[src/sv/ppem_pkg.sv]
package ppem_pkg;

    localparam int VALUE_W        = 31;
    localparam int MASK_W         = 32;
    localparam int EXP_W          = 6;
    localparam int ROOT_W         = 16;
    localparam int SLOT_W         = 5;
    localparam int PROD_W         = VALUE_W + ROOT_W;

    localparam logic [EXP_W-1:0] MIN_EXPONENT   = 6'd2;
    localparam logic [EXP_W-1:0] TOP_EXPONENT   = 6'd33;
    localparam logic [EXP_W-1:0] MAX_EXP_RESET  = 6'd33;
    localparam logic [VALUE_W-1:0] SQRT_BIT_INIT = 31'h4000_0000;

    typedef struct packed {
        logic load;
        logic sqrt_step;
        logic search_init;
        logic probe_init;
        logic mul_step;
        logic compare;
        logic exp_next;
    } ppem_cmd_t;

    typedef struct packed {
        logic sqrt_busy;
        logic exp_none;
        logic search_over;
        logic power_done;
        logic match;
        logic exp_last;
    } ppem_status_t;

endpackage

[src/sv/ppem_datapath.sv]
module ppem_datapath (
    input  logic                           clk,
    input  logic                           rst_n,
    input  logic                           cfg_we,
    input  logic [ppem_pkg::EXP_W-1:0]     cfg_wdata,
    input  logic [ppem_pkg::VALUE_W-1:0]   value,
    input  ppem_pkg::ppem_cmd_t            cmd,
    output ppem_pkg::ppem_status_t         status,
    output logic [ppem_pkg::MASK_W-1:0]    exponent_mask
);
    import ppem_pkg::*;

    logic [EXP_W-1:0]   max_exponent_reg;
    logic [VALUE_W-1:0] n_reg;
    logic [VALUE_W-1:0] v_reg;
    logic [VALUE_W-1:0] root_reg;
    logic [VALUE_W-1:0] bit_reg;
    logic [EXP_W-1:0]   k_reg;
    logic [EXP_W-1:0]   top_reg;
    logic [EXP_W-1:0]   cnt_reg;
    logic [ROOT_W-1:0]  lo_reg;
    logic [ROOT_W-1:0]  hi_reg;
    logic [ROOT_W-1:0]  mid_reg;
    logic [VALUE_W-1:0] p_reg;
    logic               ovf_reg;
    logic [MASK_W-1:0]  mask_reg;

    logic [VALUE_W:0]   sqrt_sum;
    logic [ROOT_W:0]    mid_sum;
    logic [ROOT_W-1:0]  mid_next;
    logic [PROD_W-1:0]  product;
    logic [EXP_W-1:0]   top_next;
    logic [SLOT_W-1:0]  slot;

    assign sqrt_sum = {1'b0, root_reg} + {1'b0, bit_reg};
    assign mid_sum  = {1'b0, lo_reg} + {1'b0, hi_reg};
    assign mid_next = mid_sum[ROOT_W:1];
    assign product  = PROD_W'(p_reg) * PROD_W'(mid_reg);
    assign top_next = (max_exponent_reg > TOP_EXPONENT) ? TOP_EXPONENT : max_exponent_reg;
    assign slot     = SLOT_W'(k_reg - MIN_EXPONENT);

    always_ff @(posedge clk or negedge rst_n) begin
        if (!rst_n) begin
            max_exponent_reg <= MAX_EXP_RESET;
        end
        else if (cfg_we) begin
            max_exponent_reg <= cfg_wdata;
        end
    end

    always_ff @(posedge clk) begin
        if (cmd.load) begin
            n_reg    <= value;
            v_reg    <= value;
            root_reg <= '0;
            bit_reg  <= SQRT_BIT_INIT;
            mask_reg <= '0;
            k_reg    <= MIN_EXPONENT;
            top_reg  <= top_next;
        end
        if (cmd.sqrt_step) begin
            if ({1'b0, v_reg} >= sqrt_sum) begin
                v_reg    <= v_reg - sqrt_sum[VALUE_W-1:0];
                root_reg <= (root_reg >> 1) + bit_reg;
            end
            else begin
                root_reg <= root_reg >> 1;
            end
            bit_reg <= bit_reg >> 2;
        end
        if (cmd.exp_next) begin
            k_reg <= k_reg + 6'd1;
        end
        if (cmd.search_init) begin
            lo_reg <= 16'd1;
            hi_reg <= root_reg[ROOT_W-1:0] + 16'd1;
        end
        if (cmd.probe_init) begin
            mid_reg <= mid_next;
            p_reg   <= VALUE_W'(mid_next);
            ovf_reg <= 1'b0;
            cnt_reg <= 6'd1;
        end
        if (cmd.mul_step) begin
            p_reg   <= product[VALUE_W-1:0];
            ovf_reg <= |product[PROD_W-1:VALUE_W];
            cnt_reg <= cnt_reg + 6'd1;
        end
        if (cmd.compare) begin
            if (status.match) begin
                mask_reg[slot] <= 1'b1;
            end
            else if (!ovf_reg && (p_reg < n_reg)) begin
                lo_reg <= mid_reg + 16'd1;
            end
            else begin
                hi_reg <= mid_reg - 16'd1;
            end
        end
    end

    // an overflowed power is above any 31-bit input, so it just steers the search down
    always_comb begin
        status.sqrt_busy   = (bit_reg != '0);
        status.exp_none    = (top_reg < MIN_EXPONENT);
        status.search_over = (lo_reg > hi_reg);
        status.power_done  = ovf_reg || (cnt_reg == k_reg);
        status.match       = !ovf_reg && (p_reg == n_reg);
        status.exp_last    = (k_reg == top_reg);
    end

    assign exponent_mask = mask_reg;

endmodule

[src/sv/ppem_ctrl.sv]
module ppem_ctrl (
    input  logic                   clk,
    input  logic                   rst_n,
    input  logic                   start,
    input  ppem_pkg::ppem_status_t status,
    output ppem_pkg::ppem_cmd_t    cmd,
    output logic                   busy,
    output logic                   done
);
    import ppem_pkg::*;

    typedef enum logic [1:0] {
        S_IDLE,
        S_SQRT,
        S_PROBE,
        S_POWER
    } state_t;

    state_t state_reg;
    state_t state_next;
    logic   done_reg;
    logic   done_next;

    always_comb begin
        cmd        = '0;
        state_next = state_reg;
        done_next  = 1'b0;
        case (state_reg)
            S_IDLE: begin
                if (start) begin
                    cmd.load   = 1'b1;
                    state_next = S_SQRT;
                end
            end
            S_SQRT: begin
                if (status.sqrt_busy) begin
                    cmd.sqrt_step = 1'b1;
                end
                else if (status.exp_none) begin
                    done_next  = 1'b1;
                    state_next = S_IDLE;
                end
                else begin
                    cmd.search_init = 1'b1;
                    state_next      = S_PROBE;
                end
            end
            S_PROBE: begin
                if (status.search_over) begin
                    if (status.exp_last) begin
                        done_next  = 1'b1;
                        state_next = S_IDLE;
                    end
                    else begin
                        cmd.exp_next    = 1'b1;
                        cmd.search_init = 1'b1;
                    end
                end
                else begin
                    cmd.probe_init = 1'b1;
                    state_next     = S_POWER;
                end
            end
            S_POWER: begin
                if (!status.power_done) begin
                    cmd.mul_step = 1'b1;
                end
                else begin
                    cmd.compare = 1'b1;
                    state_next  = S_PROBE;
                    // a hit ends the search for this exponent
                    if (status.match) begin
                        if (status.exp_last) begin
                            done_next  = 1'b1;
                            state_next = S_IDLE;
                        end
                        else begin
                            cmd.exp_next    = 1'b1;
                            cmd.search_init = 1'b1;
                        end
                    end
                end
            end
            default: begin
                state_next = S_IDLE;
            end
        endcase
    end

    always_ff @(posedge clk or negedge rst_n) begin
        if (!rst_n) begin
            state_reg <= S_IDLE;
            done_reg  <= 1'b0;
        end
        else begin
            state_reg <= state_next;
            done_reg  <= done_next;
        end
    end

    assign busy = (state_reg != S_IDLE);
    assign done = done_reg;

endmodule

[src/sv/perfect_power_exponent_mask_core.sv]
// Channel   | Ports                       | Transaction
// ----------+-----------------------------+------------------------------------------
// input     | start, busy, value          | taken at a clock edge with start & !busy
// result    | done, exponent_mask         | done high for one cycle, always taken
// config    | cfg_we, cfg_wdata           | max_exponent written when cfg_we is high
//
// One item at a time. A square root first, then per exponent k a binary search
// of up to 16 probes; each probe loads mid, does up to k-1 multiplications on the
// one shared 31x16 multiplier (fewer once the power passes 2^31-1) and compares.
// Reset clears the controller and sets max_exponent to 33. The receiver cannot
// stall: done is registered and rises in the cycle after the final decision.
module perfect_power_exponent_mask_core (
    input  logic                           clk,
    input  logic                           rst_n,
    input  logic                           start,
    output logic                           busy,
    input  logic [ppem_pkg::VALUE_W-1:0]   value,
    input  logic                           cfg_we,
    input  logic [ppem_pkg::EXP_W-1:0]     cfg_wdata,
    output logic                           done,
    output logic [ppem_pkg::MASK_W-1:0]    exponent_mask
);
    import ppem_pkg::*;

    ppem_cmd_t    cmd;
    ppem_status_t status;

    ppem_ctrl u_ctrl (
        .clk    (clk),
        .rst_n  (rst_n),
        .start  (start),
        .status (status),
        .cmd    (cmd),
        .busy   (busy),
        .done   (done)
    );

    ppem_datapath u_datapath (
        .clk           (clk),
        .rst_n         (rst_n),
        .cfg_we        (cfg_we),
        .cfg_wdata     (cfg_wdata),
        .value         (value),
        .cmd           (cmd),
        .status        (status),
        .exponent_mask (exponent_mask)
    );

endmodule
[config.mk]
export PLATFORM = sky130hd
export DESIGN_NAME = perfect_power_exponent_mask_core
export DESIGN_NICKNAME = d
export VERILOG_FILES = /design/src/sv/ppem_pkg.sv /design/src/sv/ppem_datapath.sv /design/src/sv/ppem_ctrl.sv /design/src/sv/perfect_power_exponent_mask_core.sv
export SDC_FILE = /design/constraint.sdc
export NUM_CORES = 2
export LEC_CHECK = 0
export CORE_ASPECT_RATIO = 1.5
export CORE_MARGIN = 2
export CORE_UTILIZATION = 60
export CTS_CLUSTER_SIZE = 25
export DETAILED_ROUTE_END_ITERATION = 7
export DONT_BUFFER_PORTS = 1
export PLACE_DENSITY_LB_ADDON = 0.25
export SLEW_MARGIN = 20
export SYNTH_ARGS = -nofsm -noshare
export SYNTH_HDL_FRONTEND = slang
export SYNTH_SLANG_ARGS = --single-unit
[constraint.sdc]
create_clock -name clk -period 10.3 [get_ports clk]
set_clock_uncertainty 0.05 [all_clocks]
set_input_delay 1.03 -clock clk [delete_from_list [all_inputs] [get_ports clk]]
set_output_delay 1.03 -clock clk [all_outputs]
set_load 0.02 [all_outputs]
# --- After elaboration in Yosys (flattened, before gate mapping) ---
# Index checks and enable logic that the tools add are counted.
totals:
  word_cells: 121
  in_bits: 41
  ff_bits: 248
  mem_bits_rw: 0
  memories: 0
  mem_bits_ro: 0
  latchBits: 0
op_classes:
  n_shift: 0
  n_eq_ne: 10
  n_mul: 1
  div_mod_pow: 0
  magnitude_cmp: 7
  reduce_logical: 13
  mux: 62
  bitwise: 1
  add_sub_neg: 10
op_table:
  columns: ["cell", "count"]
  rows:
  - ["2-to-1 mux 31 bit", 8]
  - ["2-to-1 mux 16 bit", 8]
  - ["2-to-1 mux 32 bit", 3]
  - ["2-to-1 mux 29 bit", 2]
  - ["multiplier 31 x 16 -> 47 bit", 1]
  - ["adder 16 x 1 -> 16 bit (second input constant)", 2]
  - ["adder 31 x 31 -> 32 bit", 1]
  - [">= comparator 31 x 32 -> 1 bit", 1]
  - ["bitwise OR 32 bit", 1]
  - ["adder 30 x 31 -> 31 bit", 1]
  - ["equality test 31 bit", 1]
  - ["less-than comparator 31 bit", 1]
  - ["nonzero test 31 bit", 1]
  - ["subtractor 31 bit", 1]
  - ["2-to-1 mux 6 bit", 4]
  - ["2-to-1 mux 1 bit", 22]
  - ["2-to-1 mux 2 bit", 10]
  - ["adder 16 x 16 -> 17 bit", 1]
  - ["greater-than comparator 16 bit", 1]
  - ["OR reduction 16 bit", 1]
  - ["subtractor 16 x 1 -> 16 bit (second input constant)", 1]
  - ["adder 6 x 1 -> 6 bit (second input constant)", 2]
  - ["equality test 6 bit", 2]
  - ["case mux 2 bit (4 select lines)", 1]
  - ["19 further kinds", 27]

# --- Longest topological paths before layout ---
logic_depth:
  depth_word: 9
  depth_mapped: 28
  ltp_nobuf: 25

# --- Cells and area by module ---
# Synthesis repeated with hierarchy kept, for this count alone.
hier_totals:
  hier_cells: 3505
  area_unflattened_um2: 31759.2
modules_own_cells:
  columns: ["mod", "cells_each", "seq_area_each_um2", "area_per_inst_um2", "instances"]
  rows:
  - ["ppem_datapath", 3478, 6368.6, 31516.5, 1]
  - ["ppem_ctrl", 27, 75.1, 242.7, 1]

# --- Worst setup path after synthesis ---
# Ideal clock, no wire load.
synth_path:
  path_kind: "register to register"
  start: "register u_datapath.mid_reg[3]"
  end: "register u_datapath.ovf_reg (data pin)"
  path_stages_with_launch: 25
  arrival_time_ps: 6773
  setup_slack_ps: 3207
  path_cell_list: "edfxtp_1 -> clkbuf_1 -> buf_1 -> nand2_1 -> fa_1 -> fa_1 -> fa_1 -> inv_1 -> fa_1 -> fa_1 -> inv_1 -> fa_1 -> inv_1 -> ha_1 -> a21oi_1 -> nand2_1 -> a221oi_4 -> o311ai_1 -> o41a_1 -> a221o_1 -> a21oi_2 -> o31ai_1 -> xor2_1 -> nor4_2 -> a31oi_1"
synth_between:
  elab_chain_len: 3
synth_rtl:
  columns: ["item", "line", "rtl"]
  rows:
  - ["start: declaration", "ppem_datapath.sv:23", "logic [ROOT_W-1:0] mid_reg;"]
  - ["start signal: assignment", "ppem_datapath.sv:79", "mid_reg <= mid_next;"]
  - ["multiplier 31 x 16 -> 47 bit", "ppem_datapath.sv:38", "assign product = PROD_W'(p_reg) * PROD_W'(mid_reg);"]
  - ["OR reduction 16 bit", "ppem_datapath.sv:86", "ovf_reg <= |product[PROD_W-1:VALUE_W];"]
  - ["2-to-1 mux 1 bit", "ppem_datapath.sv:84", "if (cmd.mul_step) begin"]
  - ["end signal: assignment", "ppem_datapath.sv:86", null]
  - ["end: declaration", "ppem_datapath.sv:25", "logic ovf_reg;"]
# No other way between the ends.
# A chain may end at the register's enable or synchronous reset.

# --- Worst setup path after layout ---
layout_path:
  start: "register u_datapath.mid_reg[2]"
  end: "register u_datapath.ovf_reg (data pin)"
# The elaborated chain is that of the path after synthesis.

==> results.txt <==
The worst register-to-register path begins at u_datapath.mid_reg[2]$_DFFE_PP_. The number of nets produced by synthesis came out at 4,176. The count of state elements after synthesis is 248. Among all flip-flop cells after synthesis, the most frequent one is sky130_fd_sc_hd__edfxtp_1. The number of violations reported at the end of detailed-routing iteration 0 is 1,293. The number of setup buffers added after CTS is 0. The share of the cycle needed by the critical path after routing is 0.8016. The global-route wire length before repair is 133.4 mm.

The per-instance average area after synthesis is 9.003 sq um. The proportion of synthesized chip area in sequential cells is 0.2061. The die footprint came out at 53,990 sq um. The area overhead of the layout relative to synthesis is 4.173%. For this configuration, the core starts out at a cell density of 0.6065.

The area of the core region is 51,560 sq um. The cell type with the highest aggregate area in the netlist is sky130_fd_sc_hd__fa_1. The worst min-delay path category is input pin to async pin. Counting flops with an async set or reset pin after synthesis yields a share of 0.03629. Yosys attributes the largest share of cell area to sky130_fd_sc_hd__fa_1 (26%), sky130_fd_sc_hd__edfxtp_1 (14%), sky130_fd_sc_hd__ha_1 (10%). Setup violations remaining at the end of the flow were counted as 0. The clock tree from TritonCTS is built.

Setup repair after global routing left no endpoint under its margin. The tightest hold margin is 0.1078 ns. The number of antenna cells inserted is 0. The number of hold buffers added after cts came out at 0. Dividing the detail-routed wire length by the instance count gives 20.00 microns.

The critical path goes through buf_4, nand2_1, fa_1, fa_1, fa_1, fa_1, inv_1, fa_1, inv_1, fa_1, inv_1, ha_1, a21oi_1, nor3_1, o31a_1, o31ai_4, a31oi_1, a31oi_1, xnor2_1, a221o_1, or4_1, nor4_2, a31oi_1. The congestion estimate from routability-driven global placement came to 0.9311. The later-pin clock latency in the skew report is 0.56 ns. The capturing instance or port of the critical path is u_datapath.ovf_reg$_SDFFCE_PN0P_. The setup TNS came out at 0 ns. The upper clock frequency limit came out at 0.1211 GHz. The vertical die dimension came out at 283.6 microns.

In this run the tightest slew margin relative to its limit is 0.2308. The HPWL after detailed placement is 62.93 mm. The length of the first detailed-routing pass in iterations is 5.

The count of cells resized by post-cts repair is 0. The register with the most flip-flops in the layout has 32 of them. The number of antenna violations at the first check in global routing came to 0. The CTS H-tree depth came out at 1. The fraction of the mapped netlist area in compound gates came out at 0.1049.

The number of global-route vias before repair came out at 25,662. The maximum root-to-sink buffer count is 3. The largest family of logic cells by synthesized area is adder cells. Once detail routing completed, the nets flagged for antenna violations numbered 0. Data arrives at the worst endpoint at 8.49 ns. The share of cells above drive strength 1 is 0.03607. The fraction of the mapped netlist area in adder cells is 0.3624. The clock-pin slew on the worst setup and hold paths came out at 0.07 ns. After detailed routing, the total wire length is 81.18 mm. The data required time of the worst path is 10.54 ns. The net total in the final layout came out at 4,068.

Summed over all layers, the global routing overflow is 0. The count of max-cap constraint violations is 0. Buffers inserted during clock tree synthesis total 23. The worst register-to-register path has a depth of 23.

The post-synthesis instance total is 3,473. The maximum number of pins on one net before global-route repair is 70. The cell with the biggest individual delay on the critical path is sky130_fd_sc_hd__edfxtp_1. The buffer type at the clock tree root is sky130_fd_sc_hd__clkbuf_16. The worst register-to-register path ends at u_datapath.ovf_reg$_SDFFCE_PN0P_. The type of destination of the critical path is a flop. The transition time at the pin with the least slew margin came out at 1.145 ns. Yosys mapped the design onto 77 distinct sky130hd cell types.

The critical path starts at u_datapath.mid_reg[2]$_DFFE_PP_. The final-layout fill cell count is 4,380. The count of buffers added on input and output ports is 0. Leaving out fill and tap cells, the most frequent cells in the layout are sky130_fd_sc_hd__inv_1 (512), sky130_fd_sc_hd__nand2_1 (451), sky130_fd_sc_hd__fa_1 (406), sky130_fd_sc_hd__and2_1 (274), sky130_fd_sc_hd__ha_1 (256).

The count of pins over their slew limit came out at 0. The ratio of routed vias to standard cells is 5.898. The number of ports placed on the die boundary came out at 75. The area fraction of the dominant cell type after synthesis is 0.2599. The total clock sinks came out at 248. The smallest clock period supported by the final layout is computed as 8.256 ns. The width of the chip came out at 190.4 microns.

The number of synthesized flops with an enable pin is 143. The detailed-route via count is 23,934. The synthesized netlist occupies a cell area of 31,270 sq um.

The DRC violations left came out at 0. The peak fanout along the critical path is 21. The overall routing resource usage came out at 0.3114. The critical path is of the flop to flop type. The hold violation total from the final report came out at 0. The slack of the worst reg-to-reg path came out at 2.04 ns.

Leaving out fill and tap cells, the most frequent cell in the layout is sky130_fd_sc_hd__inv_1. The worst stage delay on the critical path came out at 1.07 ns. The most prevalent standard cell on the critical path is sky130_fd_sc_hd__fa_1.

The number of synthesis warnings is 0. The XOR/XNOR share of the synthesized area is 0.05406. STA classifies the critical path startpoint as a flop. The count of standard-cell rows came out at 102. The run finished with clean final reports. The fraction of the mapped netlist area in simple logic gates came out at 0.1737. The portion of synthesized area spent on multiplexers is 0.01645.
==> worst max-delay path, delay by kind of cell, from the launching register on <==
kind	cells	cell delay (ns)
buf+inv	4	0.57
fa+ha+maj	7	3.44
xor+xnor	1	0.15
flops	1	1.07
compound gates	7	1.92
simple gates	4	0.76
==> cells by family after synthesis <==
| kind of cell | Yosys count |
|---|---|
| buffers and inverters | 679 |
| and+or+nand+nor | 1132 |
| AOI/OAI and AO/OA | 509 |
| adders and majority gates | 662 |
| DFF | 248 |
| xor gates and xnor gates | 193 |
| muxes | 50 |
==> metrics by stage <==
stage / setup WS, ns / instances / util / instance area [sq um]
finish: 2.044 / 4058 / 0.6318 / 32570
global route: 1.807 / 4058 / 0.6318 / 32570
CTS: 2.135 / 4058 / 0.6317 / 32570
detailed placement: 2.158 / 4016 / 0.6155 / 31730
global placement: 2.199 / 4016 / 0.6155 / 31730
floorplan: 3.207 / 3473 / - / 31270
==> layout make-up <==
class                      instances  area, sq um  share of cell area
clock buffer                      26        596.8             0.01832
clock inverter                    16        239.0            0.007337
multi-input combinational       2546        22280              0.6838
timing repair buffer              33        247.7            0.007605
sequential                       248         6444              0.1978
tap                              676        845.8             0.02597
inverter                         513         1926             0.05912
==> routing by layer <==
metal  track usage  wire, microns  up-vias
met5             0              0        -
met4        0.1246           3690        0
met3       0.03290           3977      229
met2        0.5806          43330      753
met1        0.3604          30190    11990
li1              -              -    10962
==> cell usage after synthesis, types with 4 or more instances <==
master / instances
sky130_fd_sc_hd__inv_1: 513
sky130_fd_sc_hd__nand2_1: 453
sky130_fd_sc_hd__fa_1: 406
sky130_fd_sc_hd__and2_1: 274
sky130_fd_sc_hd__ha_1: 256
sky130_fd_sc_hd__nor2_1: 182
sky130_fd_sc_hd__edfxtp_1: 143
sky130_fd_sc_hd__clkbuf_1: 132
sky130_fd_sc_hd__a21oi_1: 124
sky130_fd_sc_hd__o21ai_0: 115
sky130_fd_sc_hd__xnor2_1: 100
sky130_fd_sc_hd__dfxtp_1: 96
sky130_fd_sc_hd__xor2_1: 93
sky130_fd_sc_hd__nand3_1: 59
sky130_fd_sc_hd__a21o_1: 51
sky130_fd_sc_hd__a31oi_1: 51
sky130_fd_sc_hd__mux2i_1: 39
sky130_fd_sc_hd__o21bai_1: 30
sky130_fd_sc_hd__nor3_1: 28
sky130_fd_sc_hd__nand4_1: 27
sky130_fd_sc_hd__nor2b_1: 26
sky130_fd_sc_hd__and3_1: 23
sky130_fd_sc_hd__o21ai_1: 22
sky130_fd_sc_hd__buf_2: 20
sky130_fd_sc_hd__a211oi_1: 18
sky130_fd_sc_hd__o21a_1: 18
sky130_fd_sc_hd__nand2b_1: 15
sky130_fd_sc_hd__buf_1: 13
sky130_fd_sc_hd__mux2_2: 11
sky130_fd_sc_hd__nor4_1: 10
sky130_fd_sc_hd__o211ai_1: 9
sky130_fd_sc_hd__a31o_2: 8
sky130_fd_sc_hd__or3_1: 8
sky130_fd_sc_hd__dfrtp_1: 7
sky130_fd_sc_hd__o31a_1: 7
sky130_fd_sc_hd__nor3b_1: 5
sky130_fd_sc_hd__or2_2: 5
sky130_fd_sc_hd__a2111oi_0: 4
sky130_fd_sc_hd__or4_1: 4
==> how the worst min path moves through the flow <==
stage,cells after the start,to
CTS,0,u_ctrl.state_reg[1]$_DFFE_PN0P_
floorplan,2,u_datapath.v_reg[11]$_DFF_P_
finish,0,u_ctrl.state_reg[1]$_DFFE_PN0P_
global placement,2,u_datapath.v_reg[9]$_DFF_P_
global route,0,u_ctrl.state_reg[1]$_DFFE_PN0P_
detailed placement,2,u_datapath.v_reg[3]$_DFF_P_
Power is not shown: default switching activity piles up to over one toggle a cycle in this logic, so the estimate is an artifact.
